**config.mk**
```make
export PLATFORM = sky130hd
export DESIGN_NAME = i2c_eeprom_master
export DESIGN_NICKNAME = d
export VERILOG_FILES = /design/src/design/iem_pkg.sv /design/src/design/iem_fifo.sv /design/src/design/iem_front.sv /design/src/design/iem_engine.sv /design/src/design/i2c_eeprom_master.sv
export SDC_FILE = /design/constraint.sdc
export NUM_CORES = 1
export LEC_CHECK = 0
export BUFFER_PORTS_ARGS = -buffer_cell sky130_fd_sc_hd__buf_2
export CAP_MARGIN = 30
export CELL_PAD_IN_SITES_DETAIL_PLACEMENT = 1
export CELL_PAD_IN_SITES_GLOBAL_PLACEMENT = 1
export CORE_ASPECT_RATIO = 1.5
export CORE_UTILIZATION = 50
export DETAILED_ROUTE_END_ITERATION = 12
export PLACE_DENSITY = 0.92
export SLEW_MARGIN = 40
export SYNTH_ARGS = -nofsm -noshare
export SYNTH_HDL_FRONTEND = slang
export SYNTH_SLANG_ARGS = --single-unit
export TNS_END_PERCENT = 10
```
**constraint.sdc**
```tcl
create_clock -name clk -period 7.8 [get_ports clk]
set_clock_uncertainty 0.1 [all_clocks]
set_input_delay 1.17 -clock clk [delete_from_list [all_inputs] [get_ports clk]]
set_output_delay 1.17 -clock clk [all_outputs]
set_load 0.02 [all_outputs]
```
**src/design/iem_pkg.sv**
```systemverilog
// ---------------------------------------------------------------------------
// iem_pkg: shared types and constants for the serial EEPROM bus master
// Command codes, bus phases, and the beat structures that travel between
// the front end, the bus engine and the result queue.
// ---------------------------------------------------------------------------
package iem_pkg;

  // Width of the memory address on the bus; above 8 a zero high byte is sent
  localparam int AddrWidth = 8;

  // Input mode field codes
  localparam logic [1:0] MODE_WRITE = 2'd1;
  localparam logic [1:0] MODE_READ  = 2'd2;

  // Classified command carried by one input beat
  typedef enum logic [1:0] {
    CMD_TICK  = 2'd0,
    CMD_WRITE = 2'd1,
    CMD_READ  = 2'd2
  } cmd_t;

  // Bus sequencer phases
  typedef enum logic [4:0] {
    PH_IDLE  = 5'd0,
    PH_ST1   = 5'd1,
    PH_CW    = 5'd2,
    PH_CWA   = 5'd3,
    PH_SPOLL = 5'd4,
    PH_AH    = 5'd5,
    PH_AHA   = 5'd6,
    PH_AL    = 5'd7,
    PH_ALA   = 5'd8,
    PH_WD    = 5'd9,
    PH_WDA   = 5'd10,
    PH_SEND  = 5'd11,
    PH_ST2   = 5'd12,
    PH_CR    = 5'd13,
    PH_CRA   = 5'd14,
    PH_RD    = 5'd15,
    PH_RDA   = 5'd16
  } phase_t;

  // One classified tick from the front end
  typedef struct packed {
    cmd_t       cmd;
    logic [7:0] mem_address;
    logic [7:0] write_data;
    logic [7:0] read_length;  // never zero
    logic       sda_in;
  } item_t;

  // One result beat
  typedef struct packed {
    logic       scl_level;
    logic       sda_level;
    logic       read_valid;
    logic [7:0] read_byte;
    logic       last_byte;
    logic       busy_res;
  } result_t;

endpackage

```
**src/design/iem_fifo.sv**
```systemverilog
// ---------------------------------------------------------------------------
// iem_fifo: two-entry beat queue
// Registered two-deep queue; full and empty come straight from the count.
// ---------------------------------------------------------------------------
module iem_fifo #(
  parameter int WIDTH = 8
) (
  input  logic             clk,
  input  logic             rst,
  input  logic             push,
  input  logic [WIDTH-1:0] wdata,
  output logic             full,
  input  logic             pop,
  output logic [WIDTH-1:0] rdata,
  output logic             empty
);

  logic [WIDTH-1:0] mem [2];
  logic             wr_ptr;
  logic             rd_ptr;
  logic [1:0]       count;
  logic             do_push;
  logic             do_pop;

  assign do_push = push && !full;
  assign do_pop  = pop && !empty;
  assign full    = (count == 2'd2);
  assign empty   = (count == 2'd0);
  assign rdata   = mem[rd_ptr];

  // storage
  always_ff @(posedge clk) begin
    if (do_push) begin
      mem[wr_ptr] <= wdata;
    end
  end

  // pointers and fill count
  always_ff @(posedge clk) begin
    if (rst) begin
      wr_ptr <= 1'b0;
      rd_ptr <= 1'b0;
      count  <= 2'd0;
    end else begin
      if (do_push) wr_ptr <= ~wr_ptr;
      if (do_pop)  rd_ptr <= ~rd_ptr;
      case ({do_push, do_pop})
        2'b10:   count <= count + 2'd1;
        2'b01:   count <= count - 2'd1;
        default: count <= count;
      endcase
    end
  end

endmodule

```
**src/design/iem_front.sv**
```systemverilog
// ---------------------------------------------------------------------------
// iem_front: input acceptance and command classification
// Decodes the mode field, fixes a zero read length to one, and queues the
// classified beat for the bus engine.
// ---------------------------------------------------------------------------
module iem_front (
  input  logic          clk,
  input  logic          rst,
  input  logic          push,
  output logic          full,
  input  logic [1:0]    mode,
  input  logic [7:0]    mem_address,
  input  logic [7:0]    write_data,
  input  logic [7:0]    read_length,
  input  logic          sda_in,
  output iem_pkg::item_t item,
  output logic          item_valid,
  input  logic          item_pop
);
  import iem_pkg::*;

  item_t      item_in;
  logic       item_empty;
  logic [$bits(item_t)-1:0] item_bits;

  // classify the incoming beat; unused mode acts as a plain tick
  always_comb begin
    item_in.mem_address = mem_address;
    item_in.write_data  = write_data;
    item_in.read_length = (read_length == 8'd0) ? 8'd1 : read_length;
    item_in.sda_in      = sda_in;
    unique case (mode)
      MODE_WRITE: item_in.cmd = CMD_WRITE;
      MODE_READ:  item_in.cmd = CMD_READ;
      default:    item_in.cmd = CMD_TICK;
    endcase
  end

  iem_fifo #(.WIDTH($bits(item_t))) u_queue (
    .clk   (clk),
    .rst   (rst),
    .push  (push),
    .wdata (item_in),
    .full  (full),
    .pop   (item_pop),
    .rdata (item_bits),
    .empty (item_empty)
  );

  assign item       = item_t'(item_bits);
  assign item_valid = !item_empty;

endmodule

```
**src/design/iem_engine.sv**
```systemverilog
// ---------------------------------------------------------------------------
// iem_engine: quarter-bit bus sequencer
// Steps the bus state once per classified tick and produces one result beat
// per tick: line levels, received bytes and the busy flag.
// ---------------------------------------------------------------------------
module iem_engine (
  input  logic            clk,
  input  logic            rst,
  input  logic [6:0]      device_address,
  input  iem_pkg::item_t  item,
  input  logic            item_valid,
  output logic            item_pop,
  output iem_pkg::result_t res,
  output logic            res_push,
  input  logic            res_full
);
  import iem_pkg::*;

  phase_t     phase, phase_next;
  logic [1:0] quarter_step, quarter_step_next;
  logic [2:0] bit_index, bit_index_next;
  logic [7:0] shift_byte, shift_byte_next;
  logic [7:0] bytes_left, bytes_left_next;
  logic [7:0] saved_address, saved_address_next;
  logic [7:0] saved_data, saved_data_next;
  logic       is_read, is_read_next;
  logic       clock_out, clock_out_next;
  logic       data_out, data_out_next;
  logic       step;
  logic [7:0] ctrl;
  logic       last_rd;

  assign step     = item_valid && !res_full;
  assign item_pop = step;
  assign res_push = step;
  assign ctrl     = {device_address, 1'b0};
  assign last_rd  = (bytes_left <= 8'd1);

  // state register, advanced once per tick
  always_ff @(posedge clk) begin
    if (rst) begin
      phase         <= PH_IDLE;
      quarter_step  <= 2'd0;
      bit_index     <= 3'd7;
      shift_byte    <= 8'd0;
      bytes_left    <= 8'd0;
      saved_address <= 8'd0;
      saved_data    <= 8'd0;
      is_read       <= 1'b0;
      clock_out     <= 1'b1;
      data_out      <= 1'b1;
    end else if (step) begin
      phase         <= phase_next;
      quarter_step  <= quarter_step_next;
      bit_index     <= bit_index_next;
      shift_byte    <= shift_byte_next;
      bytes_left    <= bytes_left_next;
      saved_address <= saved_address_next;
      saved_data    <= saved_data_next;
      is_read       <= is_read_next;
      clock_out     <= clock_out_next;
      data_out      <= data_out_next;
    end
  end

  // next state and result beat
  always_comb begin
    phase_next         = phase;
    quarter_step_next  = quarter_step;
    bit_index_next     = bit_index;
    shift_byte_next    = shift_byte;
    bytes_left_next    = bytes_left;
    saved_address_next = saved_address;
    saved_data_next    = saved_data;
    is_read_next       = is_read;
    clock_out_next     = clock_out;
    data_out_next      = data_out;
    res.read_valid     = 1'b0;
    res.read_byte      = 8'd0;
    res.last_byte      = 1'b0;

    if (phase == PH_IDLE) begin
      // latch a command; the start condition begins on the next tick
      if (item.cmd == CMD_WRITE || item.cmd == CMD_READ) begin
        saved_address_next = item.mem_address;
        saved_data_next    = item.write_data;
        bytes_left_next    = item.read_length;
        is_read_next       = (item.cmd == CMD_READ);
        phase_next         = PH_ST1;
        quarter_step_next  = 2'd0;
      end
    end else begin
      quarter_step_next = quarter_step + 2'd1;
      unique case (phase)
        // start / repeated start
        PH_ST1, PH_ST2: begin
          case (quarter_step)
            2'd0: data_out_next  = 1'b1;
            2'd1: clock_out_next = 1'b1;
            2'd2: data_out_next  = 1'b0;
            default: begin
              clock_out_next = 1'b0;
              bit_index_next = 3'd7;
              if (phase == PH_ST1) begin
                phase_next      = PH_CW;
                shift_byte_next = ctrl;
              end else begin
                phase_next      = PH_CR;
                shift_byte_next = ctrl | 8'h01;
              end
            end
          endcase
        end
        // shift a byte out, MSB first
        PH_CW, PH_AH, PH_AL, PH_WD, PH_CR: begin
          case (quarter_step)
            2'd0: data_out_next  = shift_byte[bit_index];
            2'd1: clock_out_next = 1'b1;
            2'd2: ;
            default: begin
              clock_out_next = 1'b0;
              if (bit_index == 3'd0) begin
                phase_next     = phase_t'(phase + 5'd1);
                bit_index_next = 3'd7;
              end else begin
                bit_index_next = bit_index - 3'd1;
              end
            end
          endcase
        end
        // acknowledge slot from the device
        PH_CWA, PH_AHA, PH_ALA, PH_WDA, PH_CRA: begin
          case (quarter_step)
            2'd0: data_out_next  = 1'b1;
            2'd1: clock_out_next = 1'b1;
            2'd2: shift_byte_next = {7'd0, item.sda_in};
            default: begin
              clock_out_next = 1'b0;
              case (phase)
                PH_CWA: begin
                  if (shift_byte[0]) begin
                    phase_next = PH_SPOLL;
                  end else if (AddrWidth > 8) begin
                    phase_next      = PH_AH;
                    shift_byte_next = 8'd0;
                    bit_index_next  = 3'd7;
                  end else begin
                    phase_next      = PH_AL;
                    shift_byte_next = saved_address;
                    bit_index_next  = 3'd7;
                  end
                end
                PH_AHA: begin
                  phase_next      = PH_AL;
                  shift_byte_next = saved_address;
                  bit_index_next  = 3'd7;
                end
                PH_ALA: begin
                  if (is_read) begin
                    phase_next = PH_ST2;
                  end else begin
                    phase_next      = PH_WD;
                    shift_byte_next = saved_data;
                    bit_index_next  = 3'd7;
                  end
                end
                PH_WDA: phase_next = PH_SEND;
                default: begin
                  phase_next      = PH_RD;
                  shift_byte_next = 8'd0;
                  bit_index_next  = 3'd7;
                end
              endcase
            end
          endcase
        end
        // shift a byte in
        PH_RD: begin
          case (quarter_step)
            2'd0: data_out_next  = 1'b1;
            2'd1: clock_out_next = 1'b1;
            2'd2: shift_byte_next = {shift_byte[6:0], item.sda_in};
            default: begin
              clock_out_next = 1'b0;
              if (bit_index == 3'd0) begin
                res.read_valid = 1'b1;
                res.read_byte  = shift_byte;
                res.last_byte  = last_rd;
                phase_next     = PH_RDA;
                bit_index_next = 3'd7;
              end else begin
                bit_index_next = bit_index - 3'd1;
              end
            end
          endcase
        end
        // master ack, nack on the last byte
        PH_RDA: begin
          case (quarter_step)
            2'd0: data_out_next  = last_rd;
            2'd1: clock_out_next = 1'b1;
            2'd2: ;
            default: begin
              clock_out_next = 1'b0;
              if (last_rd) begin
                bytes_left_next = 8'd0;
                phase_next      = PH_SEND;
              end else begin
                bytes_left_next = bytes_left - 8'd1;
                phase_next      = PH_RD;
                shift_byte_next = 8'd0;
                bit_index_next  = 3'd7;
              end
            end
          endcase
        end
        // stop condition, then retry or finish
        PH_SPOLL, PH_SEND: begin
          case (quarter_step)
            2'd0: begin
              clock_out_next = 1'b0;
              data_out_next  = 1'b0;
            end
            2'd1: clock_out_next = 1'b1;
            2'd2: data_out_next  = 1'b1;
            default: phase_next = (phase == PH_SPOLL) ? PH_ST1 : PH_IDLE;
          endcase
        end
        // unknown phase: release the bus
        default: begin
          phase_next     = PH_IDLE;
          clock_out_next = 1'b1;
          data_out_next  = 1'b1;
        end
      endcase
    end

    res.scl_level = clock_out_next;
    res.sda_level = data_out_next;
    res.busy_res  = (phase_next != PH_IDLE);
  end

endmodule

```
**src/design/i2c_eeprom_master.sv**
```systemverilog
// ---------------------------------------------------------------------------
// i2c_eeprom_master: serial EEPROM bus master, one quarter bit per beat
// Front end classifies input beats into a short queue; the bus engine steps
// once per beat and writes one result beat into the result queue.
// ---------------------------------------------------------------------------
// Usage:
//   Input channel (push/full): every beat is one quarter-bit bus tick with
//   the sampled data line. A tick with mode write or read while idle latches
//   a command; commands while busy are ignored.
//   Result channel (empty/pop): exactly one result beat per input beat, in
//   order: clock and data line levels, a received byte with its last flag,
//   and the busy flag.
//   Config: cfg_write loads the 7-bit device address; write it only while
//   no command is running.
//   Path: an accepted input beat is registered in the input queue; the engine
//   steps on it and its result is registered in the result queue, where it is
//   visible with empty low. Throughput: one beat per cycle while results are
//   popped, the engine stepping between two two-entry queues.
//   When pop is held low the result queue fills, the engine stops stepping,
//   and full rises once the input queue is also full; no beat is dropped.
//   Reset (rst, synchronous): queues empty, engine idle with both lines
//   released, device address 81.
// ---------------------------------------------------------------------------
module i2c_eeprom_master (
  input  logic       clk,
  input  logic       rst,
  // input beats
  input  logic       push,
  output logic       full,
  input  logic [1:0] mode,
  input  logic [7:0] mem_address,
  input  logic [7:0] write_data,
  input  logic [7:0] read_length,
  input  logic       sda_in,
  // configuration
  input  logic       cfg_write,
  input  logic [6:0] cfg_data,
  // result beats
  output logic       empty,
  input  logic       pop,
  output logic       scl_level,
  output logic       sda_level,
  output logic       read_valid,
  output logic [7:0] read_byte,
  output logic       last_byte,
  output logic       busy_res
);
  import iem_pkg::*;

  logic [6:0] device_address;
  item_t      item;
  logic       item_valid;
  logic       item_pop;
  result_t    res;
  logic       res_push;
  logic       res_full;
  logic [$bits(result_t)-1:0] res_bits;
  result_t    res_out;

  // device address register
  always_ff @(posedge clk) begin
    if (rst) begin
      device_address <= 7'd81;
    end else if (cfg_write) begin
      device_address <= cfg_data;
    end
  end

  iem_front u_front (
    .clk         (clk),
    .rst         (rst),
    .push        (push),
    .full        (full),
    .mode        (mode),
    .mem_address (mem_address),
    .write_data  (write_data),
    .read_length (read_length),
    .sda_in      (sda_in),
    .item        (item),
    .item_valid  (item_valid),
    .item_pop    (item_pop)
  );

  iem_engine u_engine (
    .clk            (clk),
    .rst            (rst),
    .device_address (device_address),
    .item           (item),
    .item_valid     (item_valid),
    .item_pop       (item_pop),
    .res            (res),
    .res_push       (res_push),
    .res_full       (res_full)
  );

  iem_fifo #(.WIDTH($bits(result_t))) u_res_queue (
    .clk   (clk),
    .rst   (rst),
    .push  (res_push),
    .wdata (res),
    .full  (res_full),
    .pop   (pop),
    .rdata (res_bits),
    .empty (empty)
  );

  assign res_out    = result_t'(res_bits);
  assign scl_level  = res_out.scl_level;
  assign sda_level  = res_out.sda_level;
  assign read_valid = res_out.read_valid;
  assign read_byte  = res_out.read_byte;
  assign last_byte  = res_out.last_byte;
  assign busy_res   = res_out.busy_res;

  // engine only steps on a queued beat with room for its result
  a_step_has_room: assert property (@(posedge clk) disable iff (rst)
    res_push |-> (item_valid && !res_full))
    else $error("engine stepped without input beat or result room");

  // a received byte always arrives mid-command
  a_byte_busy: assert property (@(posedge clk) disable iff (rst)
    (!empty && read_valid) |-> busy_res)
    else $error("received byte reported while idle");

  // last flag only travels with a byte
  a_last_has_byte: assert property (@(posedge clk) disable iff (rst)
    (!empty && last_byte) |-> read_valid)
    else $error("last flag without a received byte");

  // a beat that waits for pop stays unchanged
  a_result_held: assert property (@(posedge clk) disable iff (rst)
    (!empty && !pop) |=> (!empty && $stable(res_bits)))
    else $error("waiting result beat changed");

endmodule
```
* Word level (Yosys, flattened, before mapping)
Memory sizes are Yosys's and may differ from the RTL's. A register that Yosys moved wholly into a read port is not among the register bits. Cells that the tools add are included.
Word-level totals: flip-flop bits (word level) 60, memory bits (read-only) 0, latch bits 0, memories kept 2, word-level logic and storage cells 189, memory bits (writable) 80
Operators by class: $add $sub $neg 8, reduce and logical (&&, ||, !) cells 38, equality and inequality tests 43, divide/modulo/power cells 0, $mul 0, muxes and demuxes 73, bitwise logic cells 5, magnitude comparators 2, shift-type cells 0
Memory list:
- u_front.u_queue.mem | words 2, width 27, rd ports 1, clocked after Yosys merged registers in 1, wr ports 1, line iem_fifo.sv:18 | logic [WIDTH-1:0] mem [2];
- u_res_queue.mem | words 2, width 13, rd ports 1, clocked after Yosys merged registers in 1, wr ports 1, line iem_fifo.sv:18
Operators with widths (number):
- 2-to-1 mux 8 bit | 12
- one-hot mux 8 bit (4 select lines) | 2
- 2-to-1 mux 5 bit | 10
- == test 5 x 4 -> 1 bit (second input constant) | 8
- 2-to-1 mux 10 bit | 4
- 2-to-1 mux 3 bit | 10
- one-hot mux 5 bit (6 select lines) | 1
- AND reduction 11 bit | 2
- == test 5 x 3 -> 1 bit (second input constant) | 4
- one-hot mux 5 bit (4 select lines) | 1
- 2-to-1 mux 1 bit | 16
- inequality test 2 bit (second input constant) | 8
- one-hot mux 8 bit (2 select lines) | 1
- == test 2 bit (second input constant) | 7
- OR reduction 14 bit | 1
- one-hot mux 2 bit (2 select lines) | 3
- one-hot mux 3 bit (4 select lines) | 1
- OR reduction 6 bit | 2
- == test 2 x 1 -> 1 bit (second input constant) | 5
- == test 5 x 2 -> 1 bit (second input constant) | 2
- one-hot mux 1 bit (2 select lines) | 5
- AND reduction 10 bit | 1
- OR reduction 5 bit | 2
- one-hot mux 3 bit (3 select lines) | 1
- 33 further kinds | 60

* Longest topological paths before layout
Gate-level depths: netlist of the first run.
depth after elaboration 6, gate-level depth with buffers 11, gate-level depth less buffers 10

* Modules after synthesis
Synthesis of the first run repeated with hierarchy kept, for this count alone.
Unflattened totals: cells, all modules 653, area total of the unflattened synthesis 7131.8 um^2
By module, submodules not included:
- iem_engine | sequential area each 900.9 um^2, area an instance 3484.6 um^2, cells an instance 442, times used 1
- iem_fifo (u_front.u_queue) | sequential area each 1721.7 um^2, area an instance 2164.6 um^2, cells an instance 110, times used 1
- iem_fifo (u_res_queue) | sequential area each 880.8 um^2, area an instance 1156.1 um^2, cells an instance 66, times used 1
- i2c_eeprom_master | sequential area each 140.1 um^2, area an instance 259.0 um^2, cells an instance 22, times used 1
- iem_front | sequential area each 0.0 um^2, area an instance 67.6 um^2, cells an instance 13, times used 1

* Worst setup path after synthesis of the first run
OpenSTA, ideal clock, no wires.
path kind input port to flip-flop, start point in push, end point mem u_front.u_queue.mem[0][0] in the netlist's numbering (enable), stages on the path 2, path slack 4880 ps, library setup time 411 ps, data required time 7289 ps, data arrival time 2409 ps, cells stage by stage nand2_1 -> nor2_1
Between the ends: cells in the longest elaborated chain, start to end 3
Ends and longest elaborated chain:
- start, declared | line i2c_eeprom_master.sv:28 | input logic push,
- logical AND 1 bit | line iem_fifo.sv:25 | assign do_push = push && !full;
- 2-to-1 mux 1 bit | line iem_fifo.sv:33 | if (do_push) begin
- 2-to-1 mux 1 bit (not written as such) | line iem_fifo.sv:34 | mem[wr_ptr] <= wdata;
- end, declared | line iem_fifo.sv:18
Every way passes these cells.

==> results of run 1 <==
[cells by family after synthesis]
group,share of synthesized area
DFF,0.5338
AOI/OAI and AO/OA,0.1615
adders and majority gates,0.03116
buffers and inverters,0.03960
xor gates and xnor gates,0.01027
muxes,0.07663
and+or+nand+nor,0.1470
[registers in the layout, summed over array words and instances (netlist names), named ones only]
register / count
u_res_queue.mem: 26
u_engine.shift_byte: 8
u_engine.bytes_left: 8
u_res_queue.count: 2
u_engine.is_read: 1
u_engine.saved_address: 8
u_front.u_queue.count: 2
u_engine.saved_data: 8
u_front.u_queue.rd_ptr: 1
u_front.u_queue.wr_ptr: 1
u_res_queue.wr_ptr: 1
u_engine.quarter_step: 2
u_engine.clock_out: 1
u_engine.bit_index: 3
device_address: 7
u_front.u_queue.mem: 54
u_engine.phase: 5
u_res_queue.rd_ptr: 1
u_engine.data_out: 1
[path summary, 6_finish.rpt]
kind,slack [ns],startpoint,to
worst min register to register,0.42,u_front.u_queue.count[1],u_front.u_queue.count[1]
worst min-delay path,0.42,u_front.u_queue.count[1],u_front.u_queue.count[1]
worst max-delay path,4.50,u_engine.phase[0],u_res_queue.mem[0][0]
worst max register to register,4.50,u_engine.phase[0],u_res_queue.mem[0][0]
[layer usage]
metal,routed length [µm],GRT usage,share of wire,up-vias
met5,0,0,0,-
met4,803,0.1478,0.047,0
met3,610,0.04432,0.036,62
met2,9432,0.4689,0.55,166
met1,6333,0.2642,0.37,2493
li1,-,-,-,2411
[synth_stat cells (all sizes together) (3+ instances only)]
master | number | area, µm²
o31ai | 4 | 35.03
and3 | 5 | 31.28
nand4 | 4 | 25.02
o32ai | 5 | 43.79
o221ai | 3 | 32.53
xor2 | 3 | 26.28
ha | 17 | 212.7
nor2 | 68 | 265.3
mux2 | 14 | 157.7
o21a | 4 | 37.53
xnor2 | 5 | 43.79
inv | 21 | 78.83
nand2b | 5 | 31.28
o311a | 3 | 30.03
edfxtp | 80 | 2402
a21oi | 29 | 148.9
nor3 | 16 | 90.09
nand3 | 10 | 50.05
o21ai | 17 | 85.08
a31oi | 5 | 31.28
nor2b | 12 | 82.58
o21bai | 4 | 30.03
clkbuf | 27 | 101.4
o22ai | 4 | 25.02
buf | 15 | 90.08
a211oi | 21 | 157.7
a211o | 5 | 43.79
nor4 | 7 | 43.79
nand2 | 47 | 176.4
or3 | 5 | 31.28
mux2i | 32 | 320.3
dfxtp | 62 | 1241
a22oi | 12 | 90.09
a21o | 3 | 22.52
a22o | 15 | 131.4
and2 | 12 | 75.08
[worst max-delay path, cell delays in order, from the launching register on]
cell	delay, ns
dfxtp_1	0.45
inv_1	0.16
ha_1	0.39
and4bb_1	0.35
nor3_2	0.28
o211ai_1	0.26
o31ai_2	0.49
a21oi_1	0.11
a21oi_1	0.26
o2111ai_1	0.18
[area by class of cell]
cell class	count	area [µm²]
Clock buffer	17	425.4
Inverter	21	78.83
Timing Repair Buffer	59	310.3
Fill cell	1390	5376
Multi-Input combinational cell	423	2928
Sequential cell	142	3647
Tap cell	159	198.9
Clock inverter	15	180.2
[metrics by stage]
stage,area (µm²),util
2_1_floorplan,6825,-
3_3_place_gp,7146,0.5436
3_5_place_dp,7149,0.5439
4_1_cts,7755,0.5899
5_1_grt,7769,0.5910
6_report,7769,0.5910
[power by group through the flow]
stage	logic (mW)	registers, mW	clock network [mW]
finish	0.924	1.10	0.811
global route	1.00	1.13	0.851
CTS	0.927	1.11	0.824
detailed placement	0.903	1.12	0
global placement	0.861	1.10	0
floorplan	0.691	1.06	0
==> flow_results.org, run 1 <==
** Synthesis
- The synthesized design contains 142 register bits.
- Among all flip-flop cells after synthesis, the most frequent one is edfxtp_1.
- Synthesis Warnings :: 0
- Yosys mapped the design onto 67 distinct sky130hd cell types.
- Post-synth net total :: 684
- Netlist area before placement :: 0.006825 mm²
- Synthesized instance count :: 628
- A synthesized cell averages 10.87 µm².
- The share of the Yosys chip area taken by registers is 0.5338.
- In the synthesized netlist the async set-or-reset flop fraction comes to 0.
- EDFF count, synth :: 80

** Cells and area
- Share of final-layout standard cells stronger than drive strength 1 :: 0.1950
- The library cell used most frequently in the layout, excluding fill and tap cells, is edfxtp_1.
- For this run, the post-layout net count is 720.
- Area added between synthesis and finish :: 13.82%
- Highest-count cells in the layout ignoring fill and taps :: 80 x edfxtp_1, 64 x nor2_1, 59 x dfxtp_1, 53 x buf_2, 47 x nand2_1
- The finished layout holds 836 standard cells, fillers aside.
- Number of inserted diodes :: 0

** Timing
- Period Utilization, post-route :: 0.4236
- The max-slew violation total from the final report was 0.
- Smallest hold slack :: 0.4150 ns
- Setup slack closes at 4.496 ns.
- Counting I/O delays and the setup requirement, the final critical path takes 3.304 ns.
- Setup repair after global routing left no endpoint under its margin.
- Maximum clock frequency :: 302.6 MHz
- Worst rel slew slack :: 0.5307
- Setup violations remaining at the end of the flow were counted as 0.
- Number of hold-slack violations in the final timing report :: 0
- For the final routed database, the setup TNS stands at 0 ns.
- At the pin with the least slew margin, the transition time is 0.7010 ns.

** Power and ir drop
- The share of total power dissipated in combinational logic is 0.326.
- Worst supply voltage drop on vdd :: 0.2334 mV
- Clock network power share :: 0.285
- Summing internal, switching and leakage power gives 2.840 mW.
- Design internal power :: 1.759 mW
- Psw :: 1.081 mW
- Power per cell area :: 365.5 mW/mm²
- Power share of the sequential group :: 0.389
- Leakage :: 2.893 nW
- Of the total power, the share spent switching nets is 0.3807.

** Place
- OpenSTA, run right after detailed placement, puts the worst setup slack at 4.544 ns.
- Routability cong. :: 0.9335
- Port buffer count :: 53
- HPWL reported at the end of detailed placement :: 11930 µm
- In this run, placement finished with an instance count of 804.

** Clock network
- Post-CTS setup buffers :: 0
- Counting along the longest clock path gives a buffer depth of 2.
- In this run, post-CTS hold repair placed 0 buffers.
- Deepest level of the CTS H-tree :: 4
- Worst-skew pair later-pin latency :: 0.43 ns
- Number of buffers created by CTS :: 17
- After clock tree synthesis, the clock-pin slew on the worst setup and hold paths is 0.07 ns.
- The tree built by TritonCTS fans out to 142 sinks.
- In this run, post-CTS repair resized a total of 0 instances.
- Clk Tree Root Cell :: clkbuf_16
- TritonCTS clock tree :: built

** Global routing
- Entering global routing, the biggest net connects 60 pins.
- Global-route wire length before repair :: 28150 µm
- Global-route usage over all layers :: 0.2538
- Vias in the first global route :: 5581
- Antenna violations before repair :: 0
- The total overflow left after global routing is 0.

** Worst setup path
- STA classifies the critical path startpoint as a flop.
- STA classifies the critical path endpoint as a flop.
- The critical path is of the flop to flop type.
- Highest fanout seen on the critical path :: 11
- At the worst endpoint, the arrival time is 3.35 ns.
- For the worst flop-to-flop path, the logic depth is 9.
- Required time at the endpoint of the critical path :: 7.84 ns

** Floorplanning
- Overall die area :: 0.01413 mm²
- Die Wd :: 97.40 µm
- I/O pin cnt :: 54
- The floorplan has 51 rows.
- The initial utilization of the core area, before any placement, comes to 0.5192.
- Vertical extent of the die :: 145.1 µm
- In this run the standard cell core region covers 0.01315 mm².

** Flow run
- Maximum capacitance violations :: 0

** Route
- The routed layout has 5132 vias.
- Drt first-iter violations :: 257
- For this run, the detailed router's first-pass iteration total came to 5.
- The detail route stage leaves a number of antenna-violating nets equal to 0.
- Dividing the detail-routed via count by the number of cells gives 6.139.
- Wire length after detailed routing :: 17180 µm
- After detailed routing, the average wire length per cell comes to 20.55 µm.
- For this run, design rule violations remaining after detail routing come to 0.

** Hold path
- The worst hold path was traced through 2 stages.
- The path class of the tightest hold or removal check is flop to flop.

** Outcome
- Result of the run :: complete, no violations
(Power assumes the default switching activity.)
==> run 2: changes to the inputs <==
- CORE_UTILIZATION: 50 -> 48
- PLACE_DENSITY: 0.92 -> 0.89
- clock period: 7.8 -> 3.3 ns (I/O delays scaled with it)
==> run 2 against run 1 <==
Against the previous run:
- design area grew 2.4%
- via count grew 0.39%
- die area grew 4.1%
- global-route usage grew 0.29 points
- first-iteration DRC count shrank 9.7%
==> flow_results.org, run 2 (same netlist as run 1, synthesis figures left out) <==
** Outcome
- The flow ran to the end, and the final reports show no timing, DRC or antenna violations.

** Route
- The first-pass detailed-route iteration total was 4 (-1).
- The violation count after the first detailed-routing iteration is 232 (-9.7%).
- Average wire per cell in the routed design :: 20.83 µm (+1.4%)
- The via count of the routed design is 5152 (+0.39%).
- Drt via density :: 5.942 (-3.2%)
- Antenna violation net count after detailed routing :: 0 (unchanged)
- Residual DRC count :: 0 (unchanged)
- Wire length after detailed routing :: 18060 µm (+5.1%)

** Floorplanning
- The height of the die came to 148.0 µm (+2.0%).
- The number of placed I/O pins came to 54 (unchanged).
- Initial standard-cell utilization of the core :: 0.4901 (-0.02911)
- The die span in x came to 99.37 µm (+2.0%).
- Core Area :: 0.01393 mm² (+5.9%)
- The placement row count came to 53 (+3.9%).
- Overall die area :: 0.01471 mm² (+4.1%)

** Clock network
- The largest buffer count on any clock path was 2 (unchanged).
- TritonCTS clock tree :: built
- The cts-stage hold buffer count was 0 (unchanged).
- Sink count of the clock tree :: 142 (unchanged)
- In this run the clock root is driven by a clkbuf_16.
- Number of cells upsized or downsized after cts :: 0 (unchanged)
- Deepest level of the CTS H-tree :: 4 (unchanged)
- The number of setup buffers added after CTS is 0 (unchanged).
- The clock input transition at the sequential cells of the worst setup and hold paths came to 0.07 ns (about the same).
- Worst-skew pair later-pin latency :: 0.43 ns (about the same)
- Number of buffers created by CTS :: 17 (unchanged)

** Timing
- Period Utilization, post-route :: 0.9457 (+0.5221)
- Setup repair after global routing left no endpoint under its margin.
- The max-slew violation total from the final report came to 0 (unchanged).
- The relative max-transition margin came to 0.5819 (+0.05123).
- Maximum clock frequency :: 320.4 MHz (+5.9%)
- Transition at the pin with the smallest max-transition slack :: 0.6271 ns (-0.07388 ns)
- The setup TNS after final layout is 0 ns (unchanged).
- The final-report setup violation count was 0 (unchanged).
- The number of hold violations in the final report came to 0 (unchanged).
- Final critical-path required period :: 3.121 ns (-0.1836 ns)

** Cells and area
- The largest registers in the layout are u_front.u_queue.mem (54), u_res_queue.mem (26).
- Register with the highest flop count :: u_front.u_queue.mem
- The final-layout fill cell count is 1481 (+6.5%).
- Post-route standard cell area excluding fillers :: 0.007955 mm² (+2.4%)
- Nets :: 745 (+3.5%)
- The flip-flop count of the largest register, all copies and words added is 54 (unchanged).
- The library cell used most frequently in the layout, excluding fill and tap cells, is edfxtp_1.
- The antenna cell count came to 0 (unchanged).
- Highest-count cells in the layout ignoring fill and taps :: 80 x edfxtp_1, 65 x nor2_1, 62 x dfxtp_1, 53 x buf_2, 47 x nand2_1
- Area added between synthesis and finish :: 16.55%
- Share of final-layout standard cells stronger than drive strength 1 :: 0.2137 (+0.01870)

** Worst setup path
- The highest fanout seen on the critical path came to 7 (-4).
- The worst path required time came to 3.35 ns (-4.49 ns).
- The slowest stage of the critical path belongs to the cell o31ai_2.
- The largest stage delay on the critical path was 0.45 ns (-0.04 ns).
- Arrival time reported for the critical path endpoint :: 3.17 ns (-0.18 ns)
- The worst setup path is of the flop to flop kind.
- The worst setup path is launched from a flop.
- Among the stages of the critical path, the cell type that occurs most often is a21oi_1.
- Element type at the critical path end :: flop
- Ordered cell list for the critical path :: inv_1 -> ha_1 -> and4bb_1 -> nor3_2 -> o211ai_1 -> buf_4 -> o31ai_2 -> a21oi_1 -> a21oi_1 -> o2111ai_1

** Global routing
- The via count of the first global-routing pass came to 5420 (-2.9%).
- Global-route wire length before repair :: 28460 µm (+1.1%)
- The maximum number of pins on one net before global-route repair was 40 (-33%).
- Global-route usage over all layers :: 0.2567 (+0.002938)
- The number of antenna violations at the first check in global routing came to 0 (unchanged).
- Leftover overflow at the end of global routing :: 0 (unchanged)

** Place
- Port buffer count :: 53 (unchanged)
- Dpl cell area :: 0.007341 mm² (+2.7%)
- The weighted congestion at the end of routability-driven global placement came to 0.9215 (-1.3%).
- The post-DP HPWL was 12690 µm (+6.3%).

** Power and ir drop
- Worst supply voltage drop on vdd :: 0.5439 mV (+130%)
- Leakage :: 3.021 nW (+4.4%)
- Power per cell area :: 860.3 mW/mm² (+140%)

** Flow run
- The max-cap violation count was 0 (unchanged).

** Hold path
- In this run the worst hold path is classified as input pin to flop.
==> run 2: cell type report <==
class,instances,area [µm²],area share
clock inverters,15,188.9,0.02375
inverters,21,78.83,0.009909
clock buffers,17,425.4,0.05348
flip-flops and latches,142,3643,0.4580
repair buffers,84,498.0,0.06260
multi-input cells,423,2914,0.3663
well taps,165,206.4,0.02595
==> run 2: metrics by stage <==
step           power (mW)    util  hold slack, ns  instances  setup slack [ns]
3_3_place_gp        4.735  0.5271          0.3812        835            0.4239
5_1_grt             7.174  0.5712          0.1377        867           0.01553
4_1_cts             6.892  0.5712          0.1309        867            0.2460
2_1_floorplan       4.134       -          0.3582        628            0.4434
6_report            6.844  0.5712          0.1476        867            0.1792
3_5_place_dp        4.878  0.5271          0.3950        835            0.2808
==> run 2: path summary, 6_finish.rpt <==
path / from / to / slack, ns / cells past startpoint
min: mem_address[1] / u_front.u_queue.mem[0][18] / 0.15 / 1
max: u_engine.phase[0] / u_res_queue.mem[1][0] / 0.18 / 10
max reg2reg: u_engine.phase[0] / u_res_queue.mem[1][0] / 0.18 / 10
min reg2reg: u_engine.saved_data[0] / u_engine.saved_data[0] / 0.41 / 2
==> run 2: where the power goes <==
group          switching (mW)  total (mW)  internal (mW)
Sequential              0.257        2.58           2.33
Combinational            1.44        2.31          0.873
Clock                   0.918        1.95           1.03
Total                    2.61        6.84           4.23
==> run 2: worst max-delay path: cells and delay by family (launching register included) <==
family                   cells  cell delay, ns
adder cells (fa/ha/maj)      1            0.32
buffers and inverters        2            0.33
flip-flops                   1            0.44
AND/OR/NAND/NOR              2            0.55
AO/OA/AOI/OAI                5            1.11
==> run 2: routing by layer <==
layer  part of all wire  wire, µm  global-route usage  vias to the layer above
met3              0.025       457             0.03972                       40
met5                  0         0                   0                        -
met4              0.033       603              0.1265                        0
met2               0.56     10130              0.4913                      112
li1                   -         -                   -                     2451
met1               0.38      6862              0.2671                     2549
